==> src/sv/tasdq_pkg.sv <==
`timescale 1ns / 1ps
// ----------------------------------------------------------------------------
// tasdq_pkg
// Shared types, constants and helpers for the three-axis DDA stepper queue.
// ----------------------------------------------------------------------------
package tasdq_pkg;

	localparam int QUEUE_SLOTS = 16;
	localparam int PTR_W       = $clog2(QUEUE_SLOTS);
	localparam int CNT_W       = (PTR_W > 4) ? PTR_W : 4;
	localparam int MAG_W       = 16;
	localparam int LEN_W       = 16;
	localparam int DELTA_W     = 17;
	localparam int ACC_W       = 33;
	localparam int AXES        = 3;

	localparam logic [1:0] CMD_TICK  = 2'd0;
	localparam logic [1:0] CMD_PUSH  = 2'd1;
	localparam logic [1:0] CMD_CLEAR = 2'd2;

	typedef logic [PTR_W-1:0] ptr_t;
	typedef logic [CNT_W-1:0] cnt_t;

	// one queued frame, kept as direction and magnitude per axis
	typedef struct packed {
		logic [AXES-1:0]            dir;
		logic [AXES-1:0][MAG_W-1:0] mag;
		logic [LEN_W-1:0]           len;
	} frame_t;

	typedef struct packed {
		logic push;
		logic pop;
		logic clear;
	} q_ctrl_t;

	typedef struct packed {
		logic full;
		logic empty;
		cnt_t count_nx;
	} q_stat_t;

	typedef struct packed {
		logic             load;
		logic             run;
		logic [LEN_W-1:0] len;
	} axis_ctrl_t;

	function automatic ptr_t next_slot(input ptr_t p);
		next_slot = (p == PTR_W'(QUEUE_SLOTS - 1)) ? '0 : p + ptr_t'(1);
	endfunction

	function automatic logic delta_dir(input logic [DELTA_W-1:0] d);
		delta_dir = ~d[DELTA_W-1];
	endfunction

	// magnitude of a signed delta, saturated to the magnitude width
	function automatic logic [MAG_W-1:0] delta_mag(input logic [DELTA_W-1:0] d);
		logic [DELTA_W-1:0] neg;
		neg = ~d + DELTA_W'(1);
		if (!d[DELTA_W-1])
			delta_mag = d[MAG_W-1:0];
		else if (neg[DELTA_W-1])
			delta_mag = '1;
		else
			delta_mag = neg[MAG_W-1:0];
	endfunction

endpackage

==> src/sv/three_axis_stepper_dda_queue.sv <==
`timescale 1ns / 1ps
// ----------------------------------------------------------------------------
// three_axis_stepper_dda_queue
// Frame queue and three-axis DDA step generator.
// ----------------------------------------------------------------------------
// Usage:
//   Command channel (cmd_valid / cmd_stall) carries one word per command:
//   a timer tick, a frame push (three signed deltas and a tick length) or a
//   queue clear. Each command word yields exactly one result word on the
//   result channel (res_valid / res_stall): push acceptance, step pulses,
//   latched directions, busy flag and the number of frames still queued.
//   A command goes from the command register to the result register; one
//   command is taken every cycle unless the result side stalls. The tick
//   path (registered queue head, 33-bit add, compare and subtract per
//   axis) sits between the command register and the result register.
//   A tick on an idle block pops the next frame and runs that tick at once.
//   A clear drops the queued frames but lets a running frame finish.
//   Reset empties the queue, stops any frame and drops both pipeline words;
//   the block takes commands on the first cycle after reset.
//   While res_stall is high on a valid result the result register holds; the
//   command register still takes one more word, after which cmd_stall rises.
// ----------------------------------------------------------------------------
module three_axis_stepper_dda_queue (
	input  logic                                clk,
	input  logic                                arst_n,
	input  logic                                cmd_valid,
	output logic                                cmd_stall,
	input  logic [1:0]                          command,
	input  logic signed [tasdq_pkg::DELTA_W-1:0] delta_a,
	input  logic signed [tasdq_pkg::DELTA_W-1:0] delta_b,
	input  logic signed [tasdq_pkg::DELTA_W-1:0] delta_c,
	input  logic [tasdq_pkg::LEN_W-1:0]         frame_ticks,
	output logic                                res_valid,
	input  logic                                res_stall,
	output logic                                accepted,
	output logic                                step_a,
	output logic                                step_b,
	output logic                                step_c,
	output logic                                dir_a,
	output logic                                dir_b,
	output logic                                dir_c,
	output logic                                busy_res,
	output logic [3:0]                          queued_frames
);

	logic                         valid_s1;
	logic [1:0]                   command_s1;
	logic [tasdq_pkg::DELTA_W-1:0] delta_a_s1;
	logic [tasdq_pkg::DELTA_W-1:0] delta_b_s1;
	logic [tasdq_pkg::DELTA_W-1:0] delta_c_s1;
	logic [tasdq_pkg::LEN_W-1:0]  ticks_s1;

	logic                         advance;
	logic                         cmd_take;
	logic                         tick;
	logic                         load;
	logic                         run;
	logic                         running_q;
	logic                         running_nx;
	logic [tasdq_pkg::LEN_W-1:0]  len_q;
	logic [tasdq_pkg::LEN_W-1:0]  len_src;
	logic [tasdq_pkg::LEN_W-1:0]  elapsed_q;
	logic [tasdq_pkg::LEN_W:0]    elapsed_nx;

	tasdq_pkg::q_ctrl_t           q_ctrl;
	tasdq_pkg::q_stat_t           q_stat;
	tasdq_pkg::frame_t            wr_frame;
	tasdq_pkg::frame_t            head;
	tasdq_pkg::axis_ctrl_t        ax_ctrl;
	logic [tasdq_pkg::AXES-1:0]   steps;
	logic [tasdq_pkg::AXES-1:0]   dirs;

	assign advance   = valid_s1 && (!res_valid || !res_stall);
	assign cmd_stall = valid_s1 && !advance;
	assign cmd_take  = cmd_valid && !cmd_stall;

	always_ff @(posedge clk or negedge arst_n) begin
		if (!arst_n)
			valid_s1 <= 1'b0;
		else if (cmd_take)
			valid_s1 <= 1'b1;
		else if (advance)
			valid_s1 <= 1'b0;
	end

	always_ff @(posedge clk) begin
		if (cmd_take) begin
			command_s1 <= command;
			delta_a_s1 <= delta_a;
			delta_b_s1 <= delta_b;
			delta_c_s1 <= delta_c;
			ticks_s1   <= frame_ticks;
		end
	end

	// queue side
	always_comb begin
		q_ctrl.push  = advance && (command_s1 == tasdq_pkg::CMD_PUSH);
		q_ctrl.clear = advance && (command_s1 == tasdq_pkg::CMD_CLEAR);
		q_ctrl.pop   = load;
		wr_frame.dir = {tasdq_pkg::delta_dir(delta_c_s1), tasdq_pkg::delta_dir(delta_b_s1),
		                tasdq_pkg::delta_dir(delta_a_s1)};
		wr_frame.mag[0] = tasdq_pkg::delta_mag(delta_a_s1);
		wr_frame.mag[1] = tasdq_pkg::delta_mag(delta_b_s1);
		wr_frame.mag[2] = tasdq_pkg::delta_mag(delta_c_s1);
		wr_frame.len = ticks_s1;
	end

	tasdq_queue u_queue (
		.clk      (clk),
		.arst_n   (arst_n),
		.ctrl     (q_ctrl),
		.wr_frame (wr_frame),
		.head     (head),
		.stat     (q_stat)
	);

	// frame sequencing
	always_comb begin
		tick       = advance && (command_s1 == tasdq_pkg::CMD_TICK);
		load       = tick && !running_q && !q_stat.empty;
		run        = tick && (running_q || load);
		len_src    = load ? head.len : len_q;
		elapsed_nx = (load ? '0 : {1'b0, elapsed_q}) + (tasdq_pkg::LEN_W + 1)'(1);
		running_nx = run ? (elapsed_nx < {1'b0, len_src}) : running_q;
		ax_ctrl.load = load;
		ax_ctrl.run  = run;
		ax_ctrl.len  = len_src;
	end

	always_ff @(posedge clk or negedge arst_n) begin
		if (!arst_n) begin
			running_q <= 1'b0;
			len_q     <= '0;
			elapsed_q <= '0;
		end else begin
			running_q <= running_nx;
			if (load)
				len_q <= head.len;
			if (run)
				elapsed_q <= elapsed_nx[tasdq_pkg::LEN_W-1:0];
		end
	end

	for (genvar i = 0; i < tasdq_pkg::AXES; i++) begin : g_axis
		tasdq_axis u_axis (
			.clk    (clk),
			.arst_n (arst_n),
			.ctrl   (ax_ctrl),
			.ld_mag (head.mag[i]),
			.ld_dir (head.dir[i]),
			.step   (steps[i]),
			.dir    (dirs[i])
		);
	end

	// result register
	always_ff @(posedge clk or negedge arst_n) begin
		if (!arst_n)
			res_valid <= 1'b0;
		else if (advance)
			res_valid <= 1'b1;
		else if (!res_stall)
			res_valid <= 1'b0;
	end

	always_ff @(posedge clk) begin
		if (advance) begin
			accepted      <= q_ctrl.push && !q_stat.full;
			step_a        <= steps[0];
			step_b        <= steps[1];
			step_c        <= steps[2];
			dir_a         <= dirs[0];
			dir_b         <= dirs[1];
			dir_c         <= dirs[2];
			busy_res      <= running_nx;
			queued_frames <= q_stat.count_nx[3:0];
		end
	end

	a_push_no_step: assert property (@(posedge clk) disable iff (!arst_n)
		res_valid && accepted |-> !(step_a || step_b || step_c))
		else $error("step pulse on a push result");

	a_full_refused: assert property (@(posedge clk) disable iff (!arst_n)
		q_ctrl.push && q_stat.full |=> res_valid && !accepted)
		else $error("push into a full queue was accepted");

	a_stop_on_tick: assert property (@(posedge clk) disable iff (!arst_n)
		$fell(running_q) |-> $past(run))
		else $error("frame stopped without a tick");

	a_count_bound: assert property (@(posedge clk) disable iff (!arst_n)
		q_stat.count_nx <= tasdq_pkg::CNT_W'(tasdq_pkg::QUEUE_SLOTS - 1))
		else $error("queue count exceeds capacity");

endmodule

==> src/sv/tasdq_queue.sv <==
`timescale 1ns / 1ps
// ----------------------------------------------------------------------------
// tasdq_queue
// Ring FIFO of motion frames; one slot stays free to tell full from empty.
// ----------------------------------------------------------------------------
module tasdq_queue (
	input  logic                clk,
	input  logic                arst_n,
	input  tasdq_pkg::q_ctrl_t  ctrl,
	input  tasdq_pkg::frame_t   wr_frame,
	output tasdq_pkg::frame_t   head,
	output tasdq_pkg::q_stat_t  stat
);

	tasdq_pkg::frame_t slots_q [tasdq_pkg::QUEUE_SLOTS];
	tasdq_pkg::frame_t head_q;
	tasdq_pkg::ptr_t   wr_ptr_q;
	tasdq_pkg::ptr_t   rd_ptr_q;
	tasdq_pkg::ptr_t   wr_ptr_nx;
	tasdq_pkg::ptr_t   rd_ptr_nx;
	tasdq_pkg::cnt_t   wr_ext;
	tasdq_pkg::cnt_t   rd_ext;
	tasdq_pkg::cnt_t   cnt_nx;
	logic              q_full;
	logic              q_empty;
	logic              do_push;
	logic              do_pop;

	assign q_full  = (tasdq_pkg::next_slot(wr_ptr_q) == rd_ptr_q);
	assign q_empty = (wr_ptr_q == rd_ptr_q);
	assign do_push = ctrl.push && !q_full;
	assign do_pop  = ctrl.pop && !q_empty;
	assign head    = head_q;
	assign stat    = '{full: q_full, empty: q_empty, count_nx: cnt_nx};

	always_comb begin
		wr_ptr_nx = wr_ptr_q;
		rd_ptr_nx = rd_ptr_q;
		if (do_push)
			wr_ptr_nx = tasdq_pkg::next_slot(wr_ptr_q);
		if (ctrl.clear)
			rd_ptr_nx = wr_ptr_q;
		else if (do_pop)
			rd_ptr_nx = tasdq_pkg::next_slot(rd_ptr_q);
		wr_ext = tasdq_pkg::CNT_W'(wr_ptr_nx);
		rd_ext = tasdq_pkg::CNT_W'(rd_ptr_nx);
		if (wr_ext >= rd_ext)
			cnt_nx = wr_ext - rd_ext;
		else
			cnt_nx = tasdq_pkg::CNT_W'(tasdq_pkg::QUEUE_SLOTS) - rd_ext + wr_ext;
	end

	always_ff @(posedge clk or negedge arst_n) begin
		if (!arst_n) begin
			wr_ptr_q <= '0;
			rd_ptr_q <= '0;
		end else begin
			wr_ptr_q <= wr_ptr_nx;
			rd_ptr_q <= rd_ptr_nx;
		end
	end

	// hold the next head word in a register; forward a push into the slot that becomes the head
	always_ff @(posedge clk) begin
		if (do_push)
			slots_q[wr_ptr_q] <= wr_frame;
		if (do_push && (wr_ptr_q == rd_ptr_nx))
			head_q <= wr_frame;
		else
			head_q <= slots_q[rd_ptr_nx];
	end

endmodule

==> src/sv/tasdq_axis.sv <==
`timescale 1ns / 1ps
// ----------------------------------------------------------------------------
// tasdq_axis
// One DDA axis: magnitude, direction and error accumulator for a frame.
// ----------------------------------------------------------------------------
module tasdq_axis (
	input  logic                          clk,
	input  logic                          arst_n,
	input  tasdq_pkg::axis_ctrl_t         ctrl,
	input  logic [tasdq_pkg::MAG_W-1:0]   ld_mag,
	input  logic                          ld_dir,
	output logic                          step,
	output logic                          dir
);

	logic [tasdq_pkg::MAG_W-1:0] mag_q;
	logic                        dir_q;
	logic [tasdq_pkg::ACC_W-1:0] acc_q;
	logic [tasdq_pkg::ACC_W-1:0] acc_src;
	logic [tasdq_pkg::ACC_W-1:0] sum;
	logic [tasdq_pkg::ACC_W-1:0] len_ext;
	logic [tasdq_pkg::MAG_W-1:0] mag_src;
	logic                        reach;

	always_comb begin
		len_ext = tasdq_pkg::ACC_W'(ctrl.len);
		// a new frame starts half way to the first step
		acc_src = ctrl.load ? tasdq_pkg::ACC_W'(ctrl.len[tasdq_pkg::LEN_W-1:1]) : acc_q;
		mag_src = ctrl.load ? ld_mag : mag_q;
		sum     = acc_src + tasdq_pkg::ACC_W'(mag_src);
		reach   = (sum >= len_ext);
	end

	assign step = ctrl.run && reach;
	assign dir  = ctrl.load ? ld_dir : dir_q;

	always_ff @(posedge clk or negedge arst_n) begin
		if (!arst_n) begin
			mag_q <= '0;
			dir_q <= 1'b0;
			acc_q <= '0;
		end else begin
			if (ctrl.load) begin
				mag_q <= ld_mag;
				dir_q <= ld_dir;
			end
			if (ctrl.run)
				acc_q <= reach ? sum - len_ext : sum;
		end
	end

endmodule

==> config.mk <==
export PLATFORM = sky130hd
export DESIGN_NAME = three_axis_stepper_dda_queue
export DESIGN_NICKNAME = d
export VERILOG_FILES = /design/src/sv/tasdq_pkg.sv /design/src/sv/three_axis_stepper_dda_queue.sv /design/src/sv/tasdq_queue.sv /design/src/sv/tasdq_axis.sv
export SDC_FILE = /design/constraint.sdc
export NUM_CORES = 2
export LEC_CHECK = 0
export BUFFER_PORTS_ARGS = -buffer_cell sky130_fd_sc_hd__buf_4
export CAP_MARGIN = 5
export CORE_ASPECT_RATIO = 0.5
export CORE_UTILIZATION = 45
export CTS_BUF_LIST = sky130_fd_sc_hd__clkbuf_4 sky130_fd_sc_hd__clkbuf_8
export CTS_CLUSTER_SIZE = 40
export DETAILED_ROUTE_END_ITERATION = 16
export HOLD_SLACK_MARGIN = 0.15
export PLACE_DENSITY_LB_ADDON = 0.12
export SETUP_SLACK_MARGIN = 0.2
export SLEW_MARGIN = 40
export SYNTH_ARGS = -nofsm -noshare
export SYNTH_HDL_FRONTEND = slang
export SYNTH_SLANG_ARGS = --single-unit
==> constraint.sdc <==
create_clock -name clk -period 7.7 [get_ports clk]
set_input_delay 0.385 -clock clk [delete_from_list [all_inputs] [get_ports clk]]
set_output_delay 0.385 -clock clk [all_outputs]
set_load 0.1 [all_outputs]
==> results.txt <==
Number of global-route vias before repair -> 36500
Placed cells -> 5783
Via count -> 37000
Slew @ Worst Pin -> 0.846 ns
Critical Path End Type -> flop
Largest cells by area after synthesis -> edfxtp_1 (57%), mux4_2 (12%), dfrtp_1 (7.9%)
Clock latency at the later pin of the worst-skew pair -> 0.93 ns
Setup Skew -> 0.0553 ns
CTS Sinks -> 1350
Root buffer cell -> clkbuf_8
Min cycle time layout -> 7.20 ns
TritonCTS buffer count -> 190
CP bufs+invs -> 2
Fin nets -> 4563
Relative slew slack -> 43.3%
DRC viols -> 0
Most numerous cell in the Yosys netlist -> edfxtp_1
Synth top cells by count -> edfxtp_1 (1153), nand2_1 (431), mux4_2 (335), dfrtp_1 (193), nor2_1 (181)
# setup viols final -> 0
Gpl congestion -> 0.860
Worst VDD drop -> 0.269 mV
RSZ-0062 raised after global routing -> true
Cell count after synthesis -> 3967
YS warnings -> 0
Tcrit/Tclk final -> 93.5%
Post-synth top area share -> 56.9%
Clk buf depth -> 3
Setup TNS Final -> 0 ns
Hold Path Class -> in -> reg
CTS tree -> done
Register clock-pin slew on the reported worst setup and hold paths -> 0.07 ns
First-pass GRT wire length -> 241000 um
Port Buffers -> 86
Initial Util -> 45.8%
Initial DRC count -> 4025
Critical path startpoint category -> flop
DIE WIDTH -> 522 um
Share of flip-flops with an asynchronous set or reset -> 14.3%
Yosys top cell by area -> edfxtp_1
GRT Total Usage -> 24.1%
# fillers -> 10800
H-Tree Depth -> 4
Number of enable flip-flop cells after synthesis -> 1153
Largest net degree at the start of global routing -> 179
Total power -> 29500 uW
# IOs -> 87
Synth Cell Area -> 0.0609 mm^2
Fin cells -> 6293
DR WL/cell -> 26.1 um
Top_reg_cell synth -> edfxtp_1
Crit-path max cell delay -> 0.55 ns
Max Freq -> 139 MHz
Yosys cell types -> 97
Most used cell, CP -> nand2_1
Crit Path Max Fanout -> 18
Syn avg cell area -> 15.3 um^2
Sequential element share of the synthesized area -> 64.9%
DP HPWL -> 102000 um
# Max-Cap Violations -> 0
Mapped Nets -> 4173
Critical path type -> reg -> reg
Vias per cell -> 5.89
Fin. Hold Viols -> 0
CP top delay family -> compound AO/OA/AOI/OAI gates
Slew Limit Fails -> 0
Data required, critical path -> 8.47 ns
WL final -> 164000 um
Slowest CP cell -> mux4_2
Seq cells post-synth -> 1350
P per Cell Area -> 421 mW/mm^2
Total global routing overflow -> 0
Core footprint -> 0.133 mm^2
Area grow syn2layout -> 15.2%
Die Area -> 0.137 mm^2
Layout cells sized above 1 -> 21.6%
Detail Route Antenna Nets -> 0
Outcome -> complete, no violations
Leak pwr -> 0.0251 uW
Die Ht -> 262 um
DRT Pass-1 Iters -> 6
Antenna violations before repair -> 8
Critical Path AT -> 7.96 ns
# rows -> 94
==> sequential cells by signal, summed over array words and instances, names as in the netlist, 2 cells and up, named ones only <==
register             flops
g_axis.u_axis.mag_q     48
ticks_s1                16
g_axis.u_axis.dir_q      3
delta_c_s1              17
u_queue.rd_ptr_q         4
u_queue.wr_ptr_q         4
delta_a_s1              17
u_queue.slots_q       1072
command_s1               2
g_axis.u_axis.acc_q     99
elapsed_q               16
len_q                   16
queued_frames            4
delta_b_s1              17
==> per-layer routing <==
| layer | vias to the layer above | part of all wire [%] | GRT usage [%] |
|---|---|---|---|
| li1 | 16300 | - | - |
| met2 | 1331 | 44 | 35.9 |
| met3 | 195 | 7.8 | 4.98 |
| met4 | 0 | 1.8 | 6.07 |
| met5 | - | 0 | 0 |
| met1 | 19200 | 47 | 36.3 |
==> final cells by class <==
class | instances | area [um^2] | area share (%)
sequential | 1350 | 39600 | 56.4
multi-input combinational | 2338 | 20400 | 29.1
timing repair buffer | 388 | 3830 | 5.45
clock buffer | 261 | 3220 | 4.59
tap | 1776 | 2220 | 3.17
clock inverter | 89 | 599 | 0.854
inverter | 89 | 334 | 0.476
antenna | 2 | 5.00 | 0.00713
==> path summary, 6_finish.rpt <==
check	startpoint	end	slack (ns)	cells after the start
max in group asynchronous	arst_n	g_axis[0].u_axis.acc_q[11]$_DFFE_PN0P_	6.16	4
hold reg to reg	g_axis[0].u_axis.dir_q$_DFF_PN0_	g_axis[0].u_axis.dir_q$_DFF_PN0_	0.47	2
min in group asynchronous	arst_n	g_axis[1].u_axis.mag_q[3]$_DFF_PN0_	0.52	3
setup reg to reg	flop	g_axis[2].u_axis.acc_q[20]$_DFFE_PN0P_	0.50	27
setup / recovery	flop	g_axis[2].u_axis.acc_q[20]$_DFFE_PN0P_	0.50	27
hold / removal	frame_ticks[4]	ticks_s1[4]$_DFFE_PP_	0.25	2
==> what timing repair did <==
action	in CTS	in global routing
hold buffers	136	0
endpoints found under the setup margin	0	89
setup buffers	0	18
resized for setup	0	18
endpoints found under the hold margin	180	0
==> where the power goes <==
part           leakage, uW  switching (uW)  total (uW)  internal (uW)
Combinational       0.0102            8410       14600           6240
Sequential          0.0129             494        9130           8630
Clock              0.00203            2880        5760           2880
==> logic make-up after synthesis <==
family / count (synthesis) / share of synthesized area [%]
flops: 1350 / 64.9
xor+xnor: 187 / 2.70
compound gates: 642 / 6.97
buf+inv: 279 / 1.80
fa+ha+maj: 133 / 2.82
mux: 365 / 12.9
simple gates: 1011 / 7.88
==> per-stage QoR <==
stage	instance area, um^2	setup WS (ns)	utilization [%]	hold WS, ns
after global routing	70200	0.123	52.8	0.193
after floorplan	60900	0.273	-	0.0894
after CTS	69800	0.255	52.6	0.154
final	70200	0.504	52.8	0.245
after detailed placement	64600	0.307	48.6	0.458
after global placement	64300	0.300	48.4	0.449
==> placed cells by master, fill, tap and decap left out, types with 26 or more instances in the layout <==
| master | count |
|---|---|
| clkbuf_8 | 203 |
| ha_1 | 126 |
| buf_12 | 28 |
| o21ai_0 | 133 |
| nand4_1 | 43 |
| edfxtp_1 | 1153 |
| and3_1 | 52 |
| a31oi_1 | 28 |
| nor3_1 | 59 |
| clkinv_1 | 46 |
| buf_4 | 208 |
| clkbuf_4 | 59 |
| clkinv_2 | 26 |
| dlygate4sd3_1 | 135 |
| o21a_1 | 32 |
| a21o_1 | 105 |
| a21oi_1 | 151 |
| nand2_1 | 431 |
| nor2_1 | 180 |
| dfrtp_1 | 192 |
| inv_1 | 89 |
| xor2_1 | 81 |
| xnor2_1 | 105 |
| mux4_2 | 335 |
| nand3_1 | 66 |
Note: power is estimated with default switching activity, not from simulation.
